File: src/bls_pkg.sv
// Shared types and codes for the bounded LIFO stack.
`default_nettype none
package bls_pkg;

    localparam int DATA_W  = 32;
    localparam int MODE_W  = 3;
    localparam int STAT_W  = 2;
    localparam int CNT_W   = 6;
    localparam int CAP_W   = 6;

    localparam logic [CAP_W-1:0] CAP_RESET = 6'd32;

    localparam logic [MODE_W-1:0] MODE_PUSH      = 3'd0;
    localparam logic [MODE_W-1:0] MODE_POP       = 3'd1;
    localparam logic [MODE_W-1:0] MODE_PEEK      = 3'd2;
    localparam logic [MODE_W-1:0] MODE_CLEAR     = 3'd3;
    localparam logic [MODE_W-1:0] MODE_DUMP_UP   = 3'd4;
    localparam logic [MODE_W-1:0] MODE_DUMP_DOWN = 3'd5;

    localparam logic [STAT_W-1:0] ST_OK    = 2'd0;
    localparam logic [STAT_W-1:0] ST_FULL  = 2'd1;
    localparam logic [STAT_W-1:0] ST_EMPTY = 2'd2;

    typedef struct packed {
        logic [MODE_W-1:0]        mode;
        logic signed [DATA_W-1:0] push_value;
    } t_req;

    typedef struct packed {
        logic signed [DATA_W-1:0] data_value;
        logic [STAT_W-1:0]        status;
        logic [CNT_W-1:0]         entry_count;
        logic                     is_empty;
        logic                     last;
    } t_rsp;

    typedef struct packed {
        logic load;
        logic exec;
        logic dump_emit;
    } t_cmd;

    typedef struct packed {
        logic out_free;
        logic req_dump;
        logic cnt_zero;
        logic dump_final;
    } t_sts;

endpackage
`default_nettype wire

File: src/bls_ram.sv
// Generic single-write, single-read RAM with registered read data.
`default_nettype none
module bls_ram #(
    parameter int WIDTH = 32,
    parameter int DEPTH = 32
) (
    input  wire logic                     i_clk,
    input  wire logic                     i_wr_en,
    input  wire logic [$clog2(DEPTH)-1:0] i_wr_addr,
    input  wire logic [WIDTH-1:0]         i_wr_data,
    input  wire logic                     i_rd_en,
    input  wire logic [$clog2(DEPTH)-1:0] i_rd_addr,
    output logic      [WIDTH-1:0]         o_rd_data
);

    logic [WIDTH-1:0] r_mem [DEPTH];
    logic [WIDTH-1:0] r_rd_data;

    always_ff @(posedge i_clk) begin
        if (i_wr_en) begin
            r_mem[i_wr_addr] <= i_wr_data;
        end
        if (i_rd_en) begin
            r_rd_data <= r_mem[i_rd_addr];
        end
    end

    assign o_rd_data = r_rd_data;

endmodule
`default_nettype wire

File: src/bls_datapath.sv
// Stack datapath: count, capacity, entry RAM, dump walk and output register.
`default_nettype none
module bls_datapath #(
    parameter int DEPTH = 32
) (
    input  wire logic                           i_clk,
    input  wire logic                           i_rst_n,
    input  wire bls_pkg::t_cmd                  i_cmd,
    output bls_pkg::t_sts                       o_sts,
    input  wire logic                           i_cfg_wr_en,
    input  wire logic [bls_pkg::CAP_W-1:0]      i_cfg_wr_data,
    input  wire bls_pkg::t_req                  i_req,
    output logic                                o_out_valid,
    input  wire logic                           i_out_ready,
    output bls_pkg::t_rsp                       o_rsp
);
    import bls_pkg::*;

    localparam int AW = $clog2(DEPTH);
    localparam int CW = $clog2(DEPTH + 1);
    localparam logic [CW-1:0] DEPTH_C = CW'(DEPTH);

    logic [CAP_W-1:0]  r_cap;
    logic [CW-1:0]     r_count, n_count;
    logic [MODE_W-1:0] r_mode;
    logic [DATA_W-1:0] r_value;
    logic [AW-1:0]     r_ptr;
    logic [CW-1:0]     r_left;
    logic              r_out_valid;
    t_rsp              r_rsp, n_rsp;

    logic [AW-1:0]     top_addr, start_addr, ptr_step, rd_addr;
    logic              rd_en, wr_en, room, cnt_zero, emit;
    logic [DATA_W-1:0] rd_data;
    logic [DATA_W-1:0] res_data;
    logic [STAT_W-1:0] res_status;

    bls_ram #(.WIDTH(DATA_W), .DEPTH(DEPTH)) u_ram (
        .i_clk     (i_clk),
        .i_wr_en   (wr_en),
        .i_wr_addr (r_count[AW-1:0]),
        .i_wr_data (r_value),
        .i_rd_en   (rd_en),
        .i_rd_addr (rd_addr),
        .o_rd_data (rd_data)
    );

    assign cnt_zero   = (r_count == '0);
    assign top_addr   = r_count[AW-1:0] - AW'(1);
    assign start_addr = (i_req.mode == MODE_DUMP_UP) ? '0 : top_addr;
    assign ptr_step   = (r_mode == MODE_DUMP_UP) ? r_ptr + AW'(1) : r_ptr - AW'(1);
    assign rd_en      = i_cmd.load | i_cmd.dump_emit;
    assign rd_addr    = i_cmd.load ? start_addr : ptr_step;
    assign room       = (8'(r_count) < 8'(r_cap)) && (r_count < DEPTH_C);
    assign emit       = i_cmd.exec | i_cmd.dump_emit;

    always_comb begin
        n_count    = r_count;
        wr_en      = 1'b0;
        res_data   = '0;
        res_status = ST_OK;
        if (i_cmd.exec) begin
            unique case (r_mode)
                MODE_PUSH: begin
                    if (room) begin
                        wr_en   = 1'b1;
                        n_count = r_count + CW'(1);
                    end else begin
                        res_status = ST_FULL;
                    end
                end
                MODE_POP: begin
                    if (cnt_zero) begin
                        res_status = ST_EMPTY;
                    end else begin
                        n_count  = r_count - CW'(1);
                        res_data = rd_data;
                    end
                end
                MODE_PEEK: begin
                    if (cnt_zero) begin
                        res_status = ST_EMPTY;
                    end else begin
                        res_data = rd_data;
                    end
                end
                MODE_CLEAR: begin
                    n_count = '0;
                end
                MODE_DUMP_UP, MODE_DUMP_DOWN: begin
                    res_status = ST_EMPTY;
                end
                default: begin
                end
            endcase
        end else if (i_cmd.dump_emit) begin
            res_data = rd_data;
        end
    end

    always_comb begin
        n_rsp.data_value  = res_data;
        n_rsp.status      = res_status;
        n_rsp.entry_count = CNT_W'(n_count);
        n_rsp.is_empty    = (n_count == '0);
        n_rsp.last        = i_cmd.exec | (r_left == CW'(1));
    end

    always_ff @(posedge i_clk) begin
        if (!i_rst_n) begin
            r_cap       <= CAP_RESET;
            r_count     <= '0;
            r_out_valid <= 1'b0;
        end else begin
            if (i_cfg_wr_en) begin
                r_cap <= i_cfg_wr_data;
            end
            r_count <= n_count;
            if (emit) begin
                r_out_valid <= 1'b1;
            end else if (i_out_ready) begin
                r_out_valid <= 1'b0;
            end
        end
    end

    always_ff @(posedge i_clk) begin
        if (i_cmd.load) begin
            r_mode  <= i_req.mode;
            r_value <= i_req.push_value;
            r_ptr   <= start_addr;
            r_left  <= r_count;
        end else if (i_cmd.dump_emit) begin
            r_ptr  <= ptr_step;
            r_left <= r_left - CW'(1);
        end
        if (emit) begin
            r_rsp <= n_rsp;
        end
    end

    assign o_sts.out_free   = ~r_out_valid | i_out_ready;
    assign o_sts.req_dump   = (i_req.mode == MODE_DUMP_UP) || (i_req.mode == MODE_DUMP_DOWN);
    assign o_sts.cnt_zero   = cnt_zero;
    assign o_sts.dump_final = (r_left == CW'(1));
    assign o_out_valid      = r_out_valid;
    assign o_rsp            = r_rsp;

endmodule
`default_nettype wire

File: src/bls_ctrl.sv
// Request sequencer for the stack: accept, single execute, dump walk.
`default_nettype none
module bls_ctrl (
    input  wire logic          i_clk,
    input  wire logic          i_rst_n,
    input  wire logic          i_in_valid,
    output logic               o_in_ready,
    input  wire bls_pkg::t_sts i_sts,
    output bls_pkg::t_cmd      o_cmd
);
    import bls_pkg::*;

    typedef enum logic [2:0] {
        S_IDLE = 3'b001,
        S_EXEC = 3'b010,
        S_DUMP = 3'b100
    } t_state;

    t_state r_state, n_state;

    always_comb begin
        n_state         = r_state;
        o_cmd.load      = 1'b0;
        o_cmd.exec      = 1'b0;
        o_cmd.dump_emit = 1'b0;
        unique case (r_state)
            S_IDLE: begin
                if (i_in_valid) begin
                    o_cmd.load = 1'b1;
                    n_state    = (i_sts.req_dump && !i_sts.cnt_zero) ? S_DUMP : S_EXEC;
                end
            end
            S_EXEC: begin
                if (i_sts.out_free) begin
                    o_cmd.exec = 1'b1;
                    n_state    = S_IDLE;
                end
            end
            S_DUMP: begin
                if (i_sts.out_free) begin
                    o_cmd.dump_emit = 1'b1;
                    if (i_sts.dump_final) begin
                        n_state = S_IDLE;
                    end
                end
            end
            default: begin
                n_state = S_IDLE;
            end
        endcase
    end

    always_ff @(posedge i_clk) begin
        if (!i_rst_n) begin
            r_state <= S_IDLE;
        end else begin
            r_state <= n_state;
        end
    end

    assign o_in_ready = (r_state == S_IDLE);

endmodule
`default_nettype wire

File: src/bounded_lifo_stack.sv
// Bounded LIFO stack top level: sequencer plus datapath.
//
// Requests enter on i_in_valid/o_in_ready with a mode and a push word;
// results leave on o_out_valid/i_out_ready, each with data, status, count,
// empty flag and last. Capacity is written through i_cfg_wr_en/i_cfg_wr_data;
// the user must do so only while the stack is idle; the block does not enforce
// it. Reset sets it to 32 and empties the stack. Push, pop, peek, clear and
// empty dumps give one result: a request is accepted, starting the RAM read,
// then executed once the output register is free. A dump's N entries leave one
// entry per cycle out of the single RAM read port. A result sits in the output
// register; when the receiver stalls the sequencer holds its state and the
// RAM read data until the register frees. Requests are taken one at a time:
// o_in_ready is high only between requests. Entries are never cleared; the
// count alone says which are live. Reset is synchronous and active low.
`default_nettype none
module bounded_lifo_stack #(
    parameter int DEPTH = 32
) (
    input  wire logic                      i_clk,
    input  wire logic                      i_rst_n,
    input  wire logic                      i_cfg_wr_en,
    input  wire logic [bls_pkg::CAP_W-1:0] i_cfg_wr_data,
    input  wire logic                      i_in_valid,
    output logic                           o_in_ready,
    input  wire bls_pkg::t_req             i_in,
    output logic                           o_out_valid,
    input  wire logic                      i_out_ready,
    output bls_pkg::t_rsp                  o_out
);
    import bls_pkg::*;

    t_cmd cmd;
    t_sts sts;

    bls_ctrl u_ctrl (
        .i_clk      (i_clk),
        .i_rst_n    (i_rst_n),
        .i_in_valid (i_in_valid),
        .o_in_ready (o_in_ready),
        .i_sts      (sts),
        .o_cmd      (cmd)
    );

    bls_datapath #(.DEPTH(DEPTH)) u_dp (
        .i_clk         (i_clk),
        .i_rst_n       (i_rst_n),
        .i_cmd         (cmd),
        .o_sts         (sts),
        .i_cfg_wr_en   (i_cfg_wr_en),
        .i_cfg_wr_data (i_cfg_wr_data),
        .i_req         (i_in),
        .o_out_valid   (o_out_valid),
        .i_out_ready   (i_out_ready),
        .o_rsp         (o_out)
    );

endmodule
`default_nettype wire

File: config.mk
export PLATFORM = sky130hd
export DESIGN_NAME = bounded_lifo_stack
export DESIGN_NICKNAME = d
export VERILOG_FILES = /design/src/bls_pkg.sv /design/src/bls_ram.sv /design/src/bls_datapath.sv /design/src/bls_ctrl.sv /design/src/bounded_lifo_stack.sv
export SDC_FILE = /design/constraint.sdc
export NUM_CORES = 1
export LEC_CHECK = 0
export BUFFER_PORTS_ARGS = -buffer_cell sky130_fd_sc_hd__buf_2
export CAP_MARGIN = 20
export CORE_MARGIN = 4
export CORE_UTILIZATION = 56
export CTS_CLUSTER_DIAMETER = 150
export DETAILED_ROUTE_END_ITERATION = 16
export GPL_ROUTABILITY_DRIVEN = 0
export PLACE_DENSITY = 0.75
export REMOVE_ABC_BUFFERS = 1
export SLEW_MARGIN = 10
export SYNTH_ARGS = -nofsm -noshare
export SYNTH_HDL_FRONTEND = slang
export SYNTH_SLANG_ARGS = --single-unit
File: constraint.sdc
create_clock -name i_clk -period 3.75 [get_ports i_clk]
set_input_delay 0.1875 -clock i_clk [delete_from_list [all_inputs] [get_ports i_clk]]
set_output_delay 0.1875 -clock i_clk [all_outputs]
set_load 0.02 [all_outputs]
==> run_results.csv <==
group,metric,value,unit
routing,antenna_left,0,
placement,pre_cts_ws,0.272,ns
critical_path,worstPathMaxFanout,163,
timing,max_slew_margin,0.285,
finish,nNetsFinal,3249,
routing,dr_wl_met2,56.3,mm
clock_network,clockBufferDepth,3,
clock_network,cts_sinks,1160,
timing,rsz0062_at_grt,"false",
timing,fmax,0.282,GHz
timing,worst_pin_slew,1.07,ns
placement,port_buffers,89,
logic_synthesis,synth-seq-cells,1160,
critical_path,crit_required,4.30,ns
floorplanning,rows,105,
power_and_ir_drop,ir_worst_vdd,0.470,mV
logic_synthesis,synth_top_area_share,0.743,
placement,dpl.hpwl,60.0,mm
placement,dp.cells,4089,
logic_synthesis,synth_area_leaders,"edfxtp_1, a21oi_1, nand2_1, a32oi_1, and3_1",
logic_synthesis,synthArstFlopShare,0,
critical_path,crit_arrival,4.09,ns
clock_network,postCtsSetupBuffers,0,
routing,dr.pass1.iters,6,
timing,fin_crit,3.54,ns
clock_network,numCtsBuffers,110,
critical_path,slowest_stage,"buf_12",
routing,drt-initial-drc-count,4447,
floorplanning,coreArea,82000,um^2
clock_network,worst_skew_pair.late_latency,0.68,ns
floorplanning,die_w,295,um
logic_synthesis,ys_top_cells_by_count,"edfxtp_1, nand2_1, a21oi_1, clkbuf_1",
floorplanning,dieArea,87200,um^2
critical_path,path_cells,"nand4bb_4 > nor3_4 > nor2_4 > inv_8 > buf_12 > buf_4 > nand2_1 > a22o_1 > o2111ai_1 > o41a_1",
routing,wl_per_cell,28.2,um
run_status,outcome,"complete, no violations",
timing,final-setup-viol-count,0,
critical_path,cp-start-kind,"flip-flop",
floorplanning,pin_count,90,
global_routing,grt_pass1_wl,179,mm
critical_path,timing_worst_setup_path_type,"flip-flop to flip-flop",
clock_network,cts_root_buf,"clkbuf_16",
logic_synthesis,yosys.cell_count.top_type,"edfxtp_1",
job,max_cap_violations,0,
clock_network,clk_pin_slew_worst_paths,0.06,ns
logic_synthesis,syn_avg_cell_area,15.0,um^2
critical_path,cpPeakStageDelay,0.54,ns
routing,vias,29300,
logic_synthesis,synth_edf_count,1144,
logic_synthesis,synth-main-ff-cell,"edfxtp_1",
logic_synthesis,synth_top_area_cell,"edfxtp_1",
min_path,hp-class,"input pin to flip-flop",
logic_synthesis,netlist_area,46200,um^2
logic_synthesis,synth_cells,3072,
floorplanning,dieHeight,295,um
global_routing,antenna_found_initial,1,
routing,wl,123,mm
clock_network,htreeDepth,3,
logic_synthesis,ys_warn_count,0,
global_routing,grt_pass1_vias,28400,
timing,layout_setup_ws,0.209,ns
clock_network,cts_tree,"yes",
routing,top_layer,"met4",
finish,drive_above_1_share,0.123,
timing,finalMaxSlewViolations,0,
finish,num_antenna_cells,0,
finish,layoutNonFillerInstCount,4346,
routing,via_per_inst,6.74,
timing,hold_viol,0,
finish,fin_util,0.640,
timing,min_period_over_period,0.944,
global_routing,grt_max_degree,164,
routing,met1Wirelength,46.2,mm
critical_path,crit_path_end_kind,"flip-flop",
timing,fin_skew,0.0286,ns
power_and_ir_drop,power.density,568,nW/um^2
floorplanning,initial_core_util,0.564,
timing,whs,0.209,ns
logic_synthesis,ys_seq_area_frac,0.750,
global_routing,grt.overflow.total,0,
power_and_ir_drop,p_leak,17.6,nW
logic_synthesis,netlist-cell-type-count,65,
routing,route.detailed.drc,0,
finish,area_growth,13.6,%
routing,met3_length,14.7,mm
global_routing,track_usage,0.277,
## power breakdown
part,switching (mW),total [mW],internal [mW]
registers,0.276,14.8,14.6
clock network,4.61,10.6,5.96
logic,2.84,4.41,1.57
total,7.73,29.8,22.1
## timing repair
action                                  CTS  global route
endpoints found under the hold margin    51             0
endpoints found under the setup margin    0             1
resized for setup                         0             1
hold buffers                             57             0
## worst max-delay path: cells and delay by family (launching register included)
kind                   cells  cell delay, ns
and+or+nand+nor            4            0.94
buffers and inverters      3            1.22
DFF                        1            0.39
AOI/OAI and AO/OA          3            0.66
## flip-flops by register name (all words and copies together) (netlist names)
signal                count
u_ctrl.r_state            3
u_dp.o_out_valid          1
u_dp.o_rsp               42
u_dp.r_cap                6
u_dp.r_count              6
u_dp.r_left               6
u_dp.r_mode               3
u_dp.r_ptr                5
u_dp.r_value             32
u_dp.u_ram.o_rd_data     32
u_dp.u_ram.r_mem       1024
## per-layer routing
layer,GRT usage,vias up
li1,-,12400
met1,0.386,14500
met2,0.425,2060
met3,0.0588,368
met4,0.126,0
met5,0,-
## layout by cell type (no fill, tap or decap), types with 46 or more instances in the layout
master            n
edfxtp_1       1144
nand2_1         410
a21oi_1         396
clkbuf_16       111
and3_1           98
a32oi_1          98
buf_2            89
a22oi_1          66
a22o_1           65
a211o_1          65
a221oi_1         64
a21boi_0         64
dlygate4sd3_1    57
buf_4            55
buf_12           46
## cells by family (layout without fill, tap and decap cells)
| kind of cell | count (synthesis) | in the layout | share of synthesized area |
|---|---|---|---|
| adder cells (fa/ha/maj) | 15 | 15 | 0.00422 |
| XOR/XNOR | 13 | 13 | 0.00295 |
| multiplexers | 40 | 40 | 0.00866 |
| buffers and inverters | 269 | 473 | 0.0271 |
| flip-flops | 1160 | 1160 | 0.750 |
| AO/OA/AOI/OAI | 953 | 953 | 0.147 |
| AND/OR/NAND/NOR | 622 | 622 | 0.0601 |
## path summary, 6_finish.rpt
check	from	to	slack [ns]	cells past startpoint
max	u_ctrl.r_state[1]$_SDFFE_PN0P_	u_dp.u_ram.o_rd_data[16]$_DFFE_PP_	0.21	10
min	i_in[1]	u_dp.r_value[1]$_DFFE_PP_	0.21	2
max reg2reg	u_ctrl.r_state[1]$_SDFFE_PN0P_	u_dp.u_ram.o_rd_data[16]$_DFFE_PP_	0.21	10
min reg2reg	u_dp.u_ram.o_rd_data[7]$_DFFE_PP_	u_dp.o_rsp[17]$_DFFE_PP_	0.57	1
## through the flow
stage / area, um^2 / setup TNS (ns) / total power, mW
global route: 52500 / 0 / 30.8
global placement: 48500 / 0 / 19.1
floorplan: 45100 / -486.18 / 18.0
detailed placement: 48500 / 0 / 19.3
CTS: 52500 / 0 / 29.8
finish: 52500 / 0 / 29.8
## cell type report
type | instances | area, um^2
clock buffer | 135 | 2870
clock inverter | 65 | 542
sequential | 1160 | 34700
multi-input combinational | 1643 | 10600
timing repair buffer | 248 | 2360
fill | 5576 | 29500
inverter | 25 | 111
tap | 1070 | 1340
Note: power is estimated with default switching activity, not from simulation.
